## config.mk

```make
export PLATFORM = sky130hd
export DESIGN_NAME = bei_div
export DESIGN_NICKNAME = d
export VERILOG_FILES = /design/src/bei_pkg.sv /design/src/bei_div.sv
export SDC_FILE = /design/constraint.sdc
export NUM_CORES = 1
export LEC_CHECK = 0
export ABC_CLOCK_PERIOD_IN_PS = 2700
export CORE_MARGIN = 4
export CORE_UTILIZATION = 42
export DETAILED_ROUTE_END_ITERATION = 16
export DONT_BUFFER_PORTS = 1
export HOLD_SLACK_MARGIN = 0.06
export PLACE_DENSITY = 0.56
export RECOVER_POWER = 50
export SLEW_MARGIN = 25
export SYNTH_ARGS = -nofsm -noshare
export SYNTH_HDL_FRONTEND = slang
export SYNTH_SLANG_ARGS = --single-unit
export TNS_END_PERCENT = 20
```

## constraint.sdc

```tcl
create_clock -name clk -period 2.7 [get_ports clk]
set_input_delay 0.54 -clock clk [delete_from_list [all_inputs] [get_ports clk]]
set_output_delay 0.54 -clock clk [all_outputs]
set_load 0.1 [all_outputs]
```

## src/bei_pkg.sv

```systemverilog
// Shared types, codes and sizes for the breakpoint envelope interpolator.
// No dependencies; imported by bei_div, the top level and the testbench.
`default_nettype none

package bei_pkg;

	// Field widths of one input beat and one result beat
	localparam int FUNC_W   = 2;
	localparam int TIME_W   = 32;
	localparam int LEVEL_W  = 32;
	localparam int STATUS_W = 2;
	localparam int COUNT_W  = 9;

	// Table depth default
	localparam int MAX_POINTS_DEF = 256;

	// One table entry holds a time and a level
	localparam int ENTRY_W = TIME_W + LEVEL_W;

	// Product of two magnitudes and the iterative divider
	localparam int PROD_W    = 2 * TIME_W;
	localparam int DIV_STEPS = PROD_W;
	localparam int DIV_CNT_W = $clog2(DIV_STEPS + 1);

	// Operation codes
	localparam logic [FUNC_W-1:0] FN_CLEAR  = 2'd0;
	localparam logic [FUNC_W-1:0] FN_APPEND = 2'd1;
	localparam logic [FUNC_W-1:0] FN_QUERY  = 2'd2;

	// Status codes
	localparam logic [STATUS_W-1:0] STS_OK    = 2'd0;
	localparam logic [STATUS_W-1:0] STS_FULL  = 2'd1;
	localparam logic [STATUS_W-1:0] STS_ORDER = 2'd2;
	localparam logic [STATUS_W-1:0] STS_EMPTY = 2'd3;

endpackage

`default_nettype wire

```

## src/bei_div.sv

```systemverilog
// Restoring unsigned divider, 64-bit dividend by 32-bit divisor, one bit a cycle.
// Depends on bei_pkg for widths and step count.
`default_nettype none

module bei_div
	import bei_pkg::*;
(
	input  wire logic              clk,
	input  wire logic              arst_n,
	input  wire logic              start,
	input  wire logic [PROD_W-1:0] dividend,
	input  wire logic [TIME_W-1:0] divisor,
	output logic                   done,
	output logic      [PROD_W-1:0] quotient
);

	logic [TIME_W-1:0]    rem_q;
	logic [PROD_W-1:0]    quo_q;
	logic [TIME_W-1:0]    dsr_q;
	logic [DIV_CNT_W-1:0] cnt_q;
	logic                 busy_q;
	logic                 done_q;

	// trial subtraction of one step
	logic [TIME_W:0] trial;
	logic [TIME_W:0] diff;
	logic            fits;

	assign trial = {rem_q, quo_q[PROD_W-1]};
	assign diff  = trial - {1'b0, dsr_q};
	assign fits  = trial >= {1'b0, dsr_q};

	// shift loop; quo_q starts as the dividend and fills with quotient bits
	always_ff @(posedge clk or negedge arst_n) begin
		if (!arst_n) begin
			rem_q  <= '0;
			quo_q  <= '0;
			dsr_q  <= '0;
			cnt_q  <= '0;
			busy_q <= 1'b0;
			done_q <= 1'b0;
		end else begin
			done_q <= 1'b0;
			if (start) begin
				rem_q  <= '0;
				quo_q  <= dividend;
				dsr_q  <= divisor;
				cnt_q  <= DIV_CNT_W'(DIV_STEPS);
				busy_q <= 1'b1;
			end else if (busy_q) begin
				rem_q <= fits ? diff[TIME_W-1:0] : trial[TIME_W-1:0];
				quo_q <= {quo_q[PROD_W-2:0], fits};
				cnt_q <= cnt_q - 1'b1;
				if (cnt_q == DIV_CNT_W'(1)) begin
					busy_q <= 1'b0;
					done_q <= 1'b1;
				end
			end
		end
	end

	assign done     = done_q;
	assign quotient = quo_q;

endmodule

`default_nettype wire

```

==> metrics list, run 1 <==
- Synthesized netlist net count: 1,069
- In this run, synthesis inferred 0 flip-flops with an integrated enable.
- At the end of the flow, the number of nets in the layout was 1,131.
- Depth of the worst register-to-register path: 10
- Cell Pwr Density: 992 nW/um^2
- The kind of cell with the highest combined delay along the critical path is compound AO/OA/AOI/OAI gates.
- Failing checks: hold timing
- Max Clk Rate: 372 MHz
- Critical Path Slowest Stage Cell: sky130_fd_sc_hd__or4_4
- The floorplan step defined a core boundary enclosing 19,500 um^2.
- Number of non-filler instances in the completed layout: 1,275
- Drt pass-1 iters: 5
* WP depth: 10
* Crit Path Category: reg2reg
* Syn-to-layout area delta: 22.7%
* Signal arrival time at the worst endpoint: 3000 ps
* Fillers: 1,844
* Portion of the clock cycle consumed by the worst path in the final layout: 99.5%
- In this run the critical register-to-register path is launched from dsr_q[10].
* Run status: finished, violations left
- The count of pins over their slew limit is 0.
- Number of inserted diodes: 0
* Flop pwr share: 34.2%
* Worst-case clock skew: 10.3 ps
* Capture point of the critical path: rem_q[17]
* Data required time at the worst endpoint: 3020 ps
* Critical Path Source: dsr_q[10]
- Area post-placement: 9240 um^2
- Maximum clock insertion buffer count: 2
* Critical-path cell list: inv_2 > ha_4 > a211o_1 > a211oi_2 > o22ai_2 > o211a_1 > o21a_4 > clkbuf_16 > or4_4 > o211a_1
- Clock latency reported for the late side of the worst-skew pair: 430 ps
- TritonCTS built the clock tree.
- Port buffer count: 0
- Unique masters post-synth: 68
* Number of warnings issued by yosys: 0
- The via count of the first global-routing pass was 6,965.
- Share of final-layout standard cells stronger than drive strength 1: 19.7%
- Across the VDD grid, the largest voltage drop is 0.000498 V.
- The congestion estimate from routability-driven global placement came to 0.854.
- The routed layout has 7,032 vias.
* Share of power burned in the clock network: 23.7%
- After detailed routing, the number of remaining DRC violations is 0.
- The die is 149 um wide.
* Transition time at the pin with the least slew margin: 967 ps
* Setup slack after placement: -128 ps
- Unrepaired setup endpoints after global routing: true
* Flop2flop setup slack: 10 ps
* TritonCTS sink count: 137
- The tree is rooted in a sky130_fd_sc_hd__clkbuf_16.
- In this run the tightest slew margin relative to its limit is 35.5%.
- First-pass GRT wire length: 36,500 um
* Post-Syn Instances: 935
- A synthesized cell averages 8.89 um^2.
* Total congestion overflow after global routing: 0
* Routed vias/inst: 5.52
- Combinational logic is responsible for 42.1% of the overall power.
- Detail-routed net length per standard cell: 17.7 um
- In this run the power spent charging and discharging nets is 4.40 mW.
- Proportion of register bits with asynchronous set or reset after synthesis: 100%
- Entering global routing, the biggest net connects 238 pins.
- The H-tree generated during clock tree synthesis spans 4 levels.
- Number of maximum-capacitance violations: 0
- Startpoint class of the critical path: register
- Counting I/O delays and the setup requirement, the final critical path takes 2690 ps.
- The number of hold-slack violations in the final timing report was 137.
- Most prevalent standard cell on the critical path: sky130_fd_sc_hd__o211a_1
- Hold timing on the final database bottoms out at a slack of -192 ps.
- Max stage delay on crit path: 400 ps
- In the synthesized netlist the dominant register cell turns out to be sky130_fd_sc_hd__dfrtp_1.
* Finished Core Util: 52.4%
* Setup TNS: 0 ps
* Mapped cell area: 8310 um^2
- Of all nets on the critical path, the largest fanout is 7.
- For this design the static power due to leakage is 4.99 nW.
- The count of nets left with antenna violations once routing finished came out at 0.
* Number of buffer and inverter instances along the worst setup path: 2
- Once detailed placement completed, the half-perimeter wirelength came to 15,200 um.
* IO Pins: 164
- Vertical die dimension: 149 um
* Placed instance count: 1,232
* Clock slew seen by the registers of the worst setup and hold paths: 70 ps
* Number of DRC markers after the initial detailed-route iteration: 491
* Count of state elements after synthesis: 137
* Global-route total usage across every layer: 20.3%
* Capturing point of the worst reg2reg path: rem_q[17]
- Drt total wl: 22,600 um
- Cell internal pwr: 5.72 mW
* Commonest non-fill, non-tap cells in the layout: sky130_fd_sc_hd__dfrtp_1, sky130_fd_sc_hd__nand2_1, sky130_fd_sc_hd__o21ai_0
- The path class of the tightest hold or removal check is in2async.
- After routing the design area is 10,200 um^2.
- In the post-route analysis, the smallest setup slack over all paths is 13.3 ps.
- The share of the Yosys chip area taken by registers is 41.3%.
- Kind of capture point of the worst setup path: register
- Commonest non-fill, non-tap cell in the layout: sky130_fd_sc_hd__dfrtp_1
- The die covers 22,100 um^2.
* Effective utilization at floorplan: 42.7%
- Row generation in the floorplan step produced 51 rows.
- Switching Fraction: 43.5%
- Final setup violation count: 0
* Number of buffers inserted during clock tree synthesis: 17
- The number of antenna violations at the first check in global routing came to 0.
==> routing by layer <==
layer  wire, um  track usage, %
met3       1410            5.79
met1      10600            29.3
met5          0               0
met4        226            4.62
met2      10300            30.4
==> cells by family after synthesis <==
| family | share of synthesized area [%] |
|---|---|
| AO/OA/AOI/OAI | 21.4 |
| flip-flops | 41.3 |
| buffers and inverters | 4.86 |
| multiplexers | 8.57 |
| XOR/XNOR | 2.00 |
| adder cells (fa/ha/maj) | 5.36 |
| AND/OR/NAND/NOR | 16.6 |
==> flip-flops by register name, summed over array words and instances (netlist names) <==
name      cells
busy_q        1
dsr_q        32
done          1
quotient     64
cnt_q         7
rem_q        32
==> final cells by class <==
cell class,count,area (um^2),area share [%]
Clock inverter,15,178,1.74
Clock buffer,17,425,4.17
Timing Repair Buffer,105,871,8.54
Sequential cell,137,3440,33.7
Inverter,41,154,1.51
Multi-Input combinational cell,695,4800,47.1
Tap cell,265,332,3.25
==> worst min-delay path by stage <==
| stage | startpoint | to | slack [ps] | cells after the start |
|---|---|---|---|---|
| 4_1_cts | arst_n | dsr_q[16] | -210 | 0 |
| 3_3_place_gp | arst_n | dsr_q[17] | 250 | 0 |
| 5_1_grt | arst_n | rem_q[16] | -220 | 0 |
| 6_report | arst_n | dsr_q[16] | -190 | 0 |
| 3_5_place_dp | arst_n | dsr_q[16] | 250 | 0 |
| 2_1_floorplan | arst_n | busy_q | 240 | 0 |
==> worst register-to-register path: cells and delay by family, from the launching register on <==
kind | cells | cell delay (ps)
adder cells (fa/ha/maj) | 1 | 220
AO/OA/AOI/OAI | 6 | 1350
flip-flops | 1 | 370
buffers and inverters | 2 | 230
AND/OR/NAND/NOR | 1 | 410
==> Yosys cell counts (6+ instances only) <==
library cell	number	area [um^2]
sky130_fd_sc_hd__a211oi_1	8	60.1
sky130_fd_sc_hd__a21o_1	15	113
sky130_fd_sc_hd__a21oi_1	27	135
sky130_fd_sc_hd__a311oi_1	18	158
sky130_fd_sc_hd__a31oi_1	7	43.8
sky130_fd_sc_hd__buf_1	6	22.5
sky130_fd_sc_hd__clkbuf_1	49	184
sky130_fd_sc_hd__dfrtp_1	137	3430
sky130_fd_sc_hd__ha_1	34	425
sky130_fd_sc_hd__inv_1	40	150
sky130_fd_sc_hd__mux2i_1	67	671
sky130_fd_sc_hd__nand2_1	123	462
sky130_fd_sc_hd__nand2b_1	8	50.1
sky130_fd_sc_hd__nand3_1	25	125
sky130_fd_sc_hd__nor2_1	70	263
sky130_fd_sc_hd__nor3_1	11	55.1
sky130_fd_sc_hd__nor3b_1	8	60.1
sky130_fd_sc_hd__nor4_1	6	37.5
sky130_fd_sc_hd__o2111ai_1	7	61.3
sky130_fd_sc_hd__o211ai_1	8	60.1
sky130_fd_sc_hd__o21a_1	7	52.6
sky130_fd_sc_hd__o21ai_0	122	611
sky130_fd_sc_hd__or2_2	6	37.5
sky130_fd_sc_hd__or3_1	8	50.1
sky130_fd_sc_hd__xnor2_1	10	87.6
sky130_fd_sc_hd__xor2_1	9	78.8
==> power groups by stage <==
| stage | Sequential, mW | Combinational [mW] | Clock, mW |
|---|---|---|---|
| 6_report | 3.46 | 4.26 | 2.40 |
| 5_1_grt | 3.51 | 4.68 | 2.55 |
| 4_1_cts | 3.45 | 3.97 | 2.45 |
| 3_5_place_dp | 3.48 | 3.91 | 0 |
| 3_3_place_gp | 3.48 | 3.89 | 0 |
| 2_1_floorplan | 3.48 | 2.63 | 0 |
==> stage by stage <==
step	power (mW)	hold WS, ps
after global routing	10.7	-216
after floorplan	6.11	244
final	10.1	-192
after detailed placement	7.39	253
after CTS	9.87	-209
after global placement	7.37	252
==> repair_timing <==
item,in CTS,in global routing
resized for setup,8,41
gates cloned,0,1
setup endpoints to repair,12,31
endpoints found under the hold margin,137,137
buffers inserted,0,10
pin swaps,0,23
Power figures use the tool's default switching activity.
==> run 2: changes to the inputs <==
--- a/config.mk
+++ b/config.mk
@@ -5,7 +5,7 @@
 export SDC_FILE = /design/constraint.sdc
 export NUM_CORES = 1
 export LEC_CHECK = 0
-export ABC_CLOCK_PERIOD_IN_PS = 2700
+export ABC_CLOCK_PERIOD_IN_PS = 2210
 export CORE_MARGIN = 4
 export CORE_UTILIZATION = 42
 export DETAILED_ROUTE_END_ITERATION = 16
==> constraint.sdc (replaced) <==
create_clock -name clk -period 2.21 [get_ports clk]
set_input_delay 0.442 -clock clk [delete_from_list [all_inputs] [get_ports clk]]
set_output_delay 0.442 -clock clk [all_outputs]
set_load 0.1 [all_outputs]
==> run 2 against run 1 <==
Against the previous run: the flow finishes with violations (hold timing, setup timing); register-to-register slack lost 450 ps; setup slack got worse by 450 ps; die area is the same; first-iteration DRC count grew 9.0%; final cell count grew 12%; non-clock buffer count up 149; combinational power grew 80%; cell area up 14%; critical path depth decreased by 1.
==> metrics list, run 2 (same netlist as run 1, synthesis figures left out) <==
- Leaving out fill and tap cells, the most frequent cell in the layout is sky130_fd_sc_hd__buf_4.
* Share of final-layout standard cells stronger than drive strength 1: 33.0%
- Drt pass-1 iters: 6
- Cell Pwr Density: 1200 nW/um^2
- Setup slack on the critical path of the routed design comes to -439 ps.
- Hpwl dp: 16,200 um
- The number of antenna diodes in the final layout is 0.
* Global-route total usage across every layer: 21.6%
- The later pin in the worst-skew pair is clocked with a latency of 420 ps.
* Number of buffers inserted during clock tree synthesis: 17
- The via count of the first global-routing pass came to 7,685.
* CTS Root Cell: sky130_fd_sc_hd__clkbuf_16
- Most prevalent standard cell on the critical path: sky130_fd_sc_hd__mux2_4
* IO Pins: 164
- TritonCTS built the clock tree.
- The floorplan step set the die width to 149 um.
* First-pass GRT wire length: 39,000 um
- Worst-case clock skew: 7.76 ps
- The worst register-to-register path ends at rem_q[29].
- The tightest min-delay check is of the in2async type.
* Count of nets left with antenna violations after detail routing: 0
- Total congestion overflow after global routing: 0
- The final reports fail on hold timing, setup timing.
- Flop2flop setup slack: -440 ps
* Final setup violation count: 33
- The worst setup path is launched from a register.
- Crit Path Category: reg2reg
- The die covers 22,100 um^2.
* Number of endpoints with negative hold slack in the final report: 137
- Data on the critical path arrives at its endpoint at 2970 ps.
* Portion of the clock cycle consumed by the worst path in the final layout: 120%
- # nets final: 1,280
- Summing all multi-input logic gate instances after layout gives 5060 um^2.
- STA classifies the critical path endpoint as a register.
- Maximum number of pins on one net before global-route repair: 238
* Fillers: 1,746
- Data on the critical path is required at its endpoint by 2530 ps.
* Number of vias in the routed layout: 7,699
- Origin of the critical flop-to-flop path: rem_q[9]
* Setup TNS: -11,420 ps
* Clock slew seen by the registers of the worst setup and hold paths: 60 ps
- TritonCTS sink count: 137
* Post-layout min period: 2650 ps
- The flow ran to the end, but the final reports show violations.
- VDD sags by at most 0.000663 V.
- At the placement stage, the worst setup path has a slack of -567 ps.
* Depth of the worst register-to-register path: 9
- On the critical path, the stage with the largest delay is an instance of sky130_fd_sc_hd__dfrtp_1.
- Max stage delay on crit path: 420 ps
- Unrepaired setup endpoints after global routing: true
* Effective utilization at floorplan: 42.7%
- The area growth from synthesis to layout is 39.7%.
* Largest register FFs: 64
* Maximum level of the CTS H-tree: 4
- In this run the core area contains 51 standard-cell rows.
* Number of remaining DRC errors: 0
- Register area: 3440 um^2
- Number of DRC markers after the initial detailed-route iteration: 535
- The total area inside the core boundary comes to 19,500 um^2.
* Area post-placement: 10,400 um^2
- With fillers left out, the area of the finished cells amounts to 11,600 um^2.
* Initial antenna violation count: 0
* Drt total wl: 24,100 um
* Leakage power summed over all cells: 5.80 nW
* Critical-path cell list: ha_4 > buf_4 > and3_4 > nand2_2 > or3_1 > o21a_1 > mux2_4 > mux2_4 > a2111oi_4
- Maximum clock insertion buffer count: 2
* Vertical die dimension: 149 um
- Number of max-slew violations in the final report: 0
- Routed vias/inst: 5.41
- For this run, the share of the core covered by cells in the final layout is 59.6%.
- Max Clk Rate: 377 MHz
- In this run the tool buffered the top-level ports with 0 buffer cells.
* Number of maximum-capacitance violations: 0
* Placer Congestion: 0.900
* Detail-routed net length per standard cell: 16.9 um
- Max-slew headroom: 55.3%
* Commonest non-fill, non-tap cells in the layout: sky130_fd_sc_hd__buf_4, sky130_fd_sc_hd__dfrtp_1, sky130_fd_sc_hd__nand2_1
- Worst Path Max Fanout: 4
- At the pin with the least slew margin, the transition time is 670 ps.
- Worst hold margin: -287 ps
[run 2: changes by cell type in the layout (fill, tap and decap cells not counted), sizes merged]
| cell | previous run | this run |
|---|---|---|
| buf | 104 | 254 |
| bufinv | 1 | 4 |
| clkinv | 4 | 5 |
| clkinvlp | 2 | 1 |
| inv | 49 | 45 |
[run 2: final cells by class]
class	instances	area share [%]
multi-input cells	695	43.6
flip-flops and latches	137	29.6
repair buffers	254	17.1
clock buffers	18	3.70
well taps	265	2.86
clock inverters	14	1.81
inverters	41	1.33
[run 2: worst max-delay path: cells and delay by family, from the launching register on]
family / cells / cell delay, ps
AND/OR/NAND/NOR: 3 / 670
multiplexers: 2 / 570
AO/OA/AOI/OAI: 2 / 490
flip-flops: 1 / 420
adder cells (fa/ha/maj): 1 / 290
buffers and inverters: 1 / 100
[run 2: metal layers]
layer | share of wire, % | global-route usage (%) | routed length [um]
met1 | 45 | 30.4 | 10900
met2 | 47 | 33.4 | 11400
met3 | 6.3 | 4.94 | 1520
met4 | 1.2 | 6.37 | 298
met5 | 0 | 0 | 0
[run 2: how the worst max path moves through the flow]
stage,startpoint,endpoint,cells past startpoint
floorplan,rem_q[9],rem_q[29],10
global placement,rem_q[9],rem_q[17],9
detailed placement,dsr_q[10],rem_q[17],10
CTS,dsr_q[10],rem_q[29],10
global route,dsr_q[10],rem_q[29],10
finish,rem_q[9],rem_q[29],9
[run 2: timing repair]
item | in CTS | in global routing
pin swaps | 13 | 15
hold endpoints to repair | 137 | 137
buffers inserted | 8 | 5
resized for setup | 31 | 59
endpoints found under the setup margin | 33 | 33
[run 2: power by group]
group	leakage, nW	switching [mW]	internal (mW)
Clock	0.311	1.22	1.92
Combinational	3.78	4.29	3.38
Sequential	1.70	0.235	2.92
Total	5.80	5.74	8.22
[run 2: per-stage QoR]
stage          instances  power (mW)  hold WS (ps)
6_report            1424        14.0          -287
5_1_grt             1424        14.8          -305
4_1_cts             1419        13.5          -303
3_5_place_dp        1379        10.1           153
3_3_place_gp        1379        10.0           155
2_1_floorplan        935        7.55           146
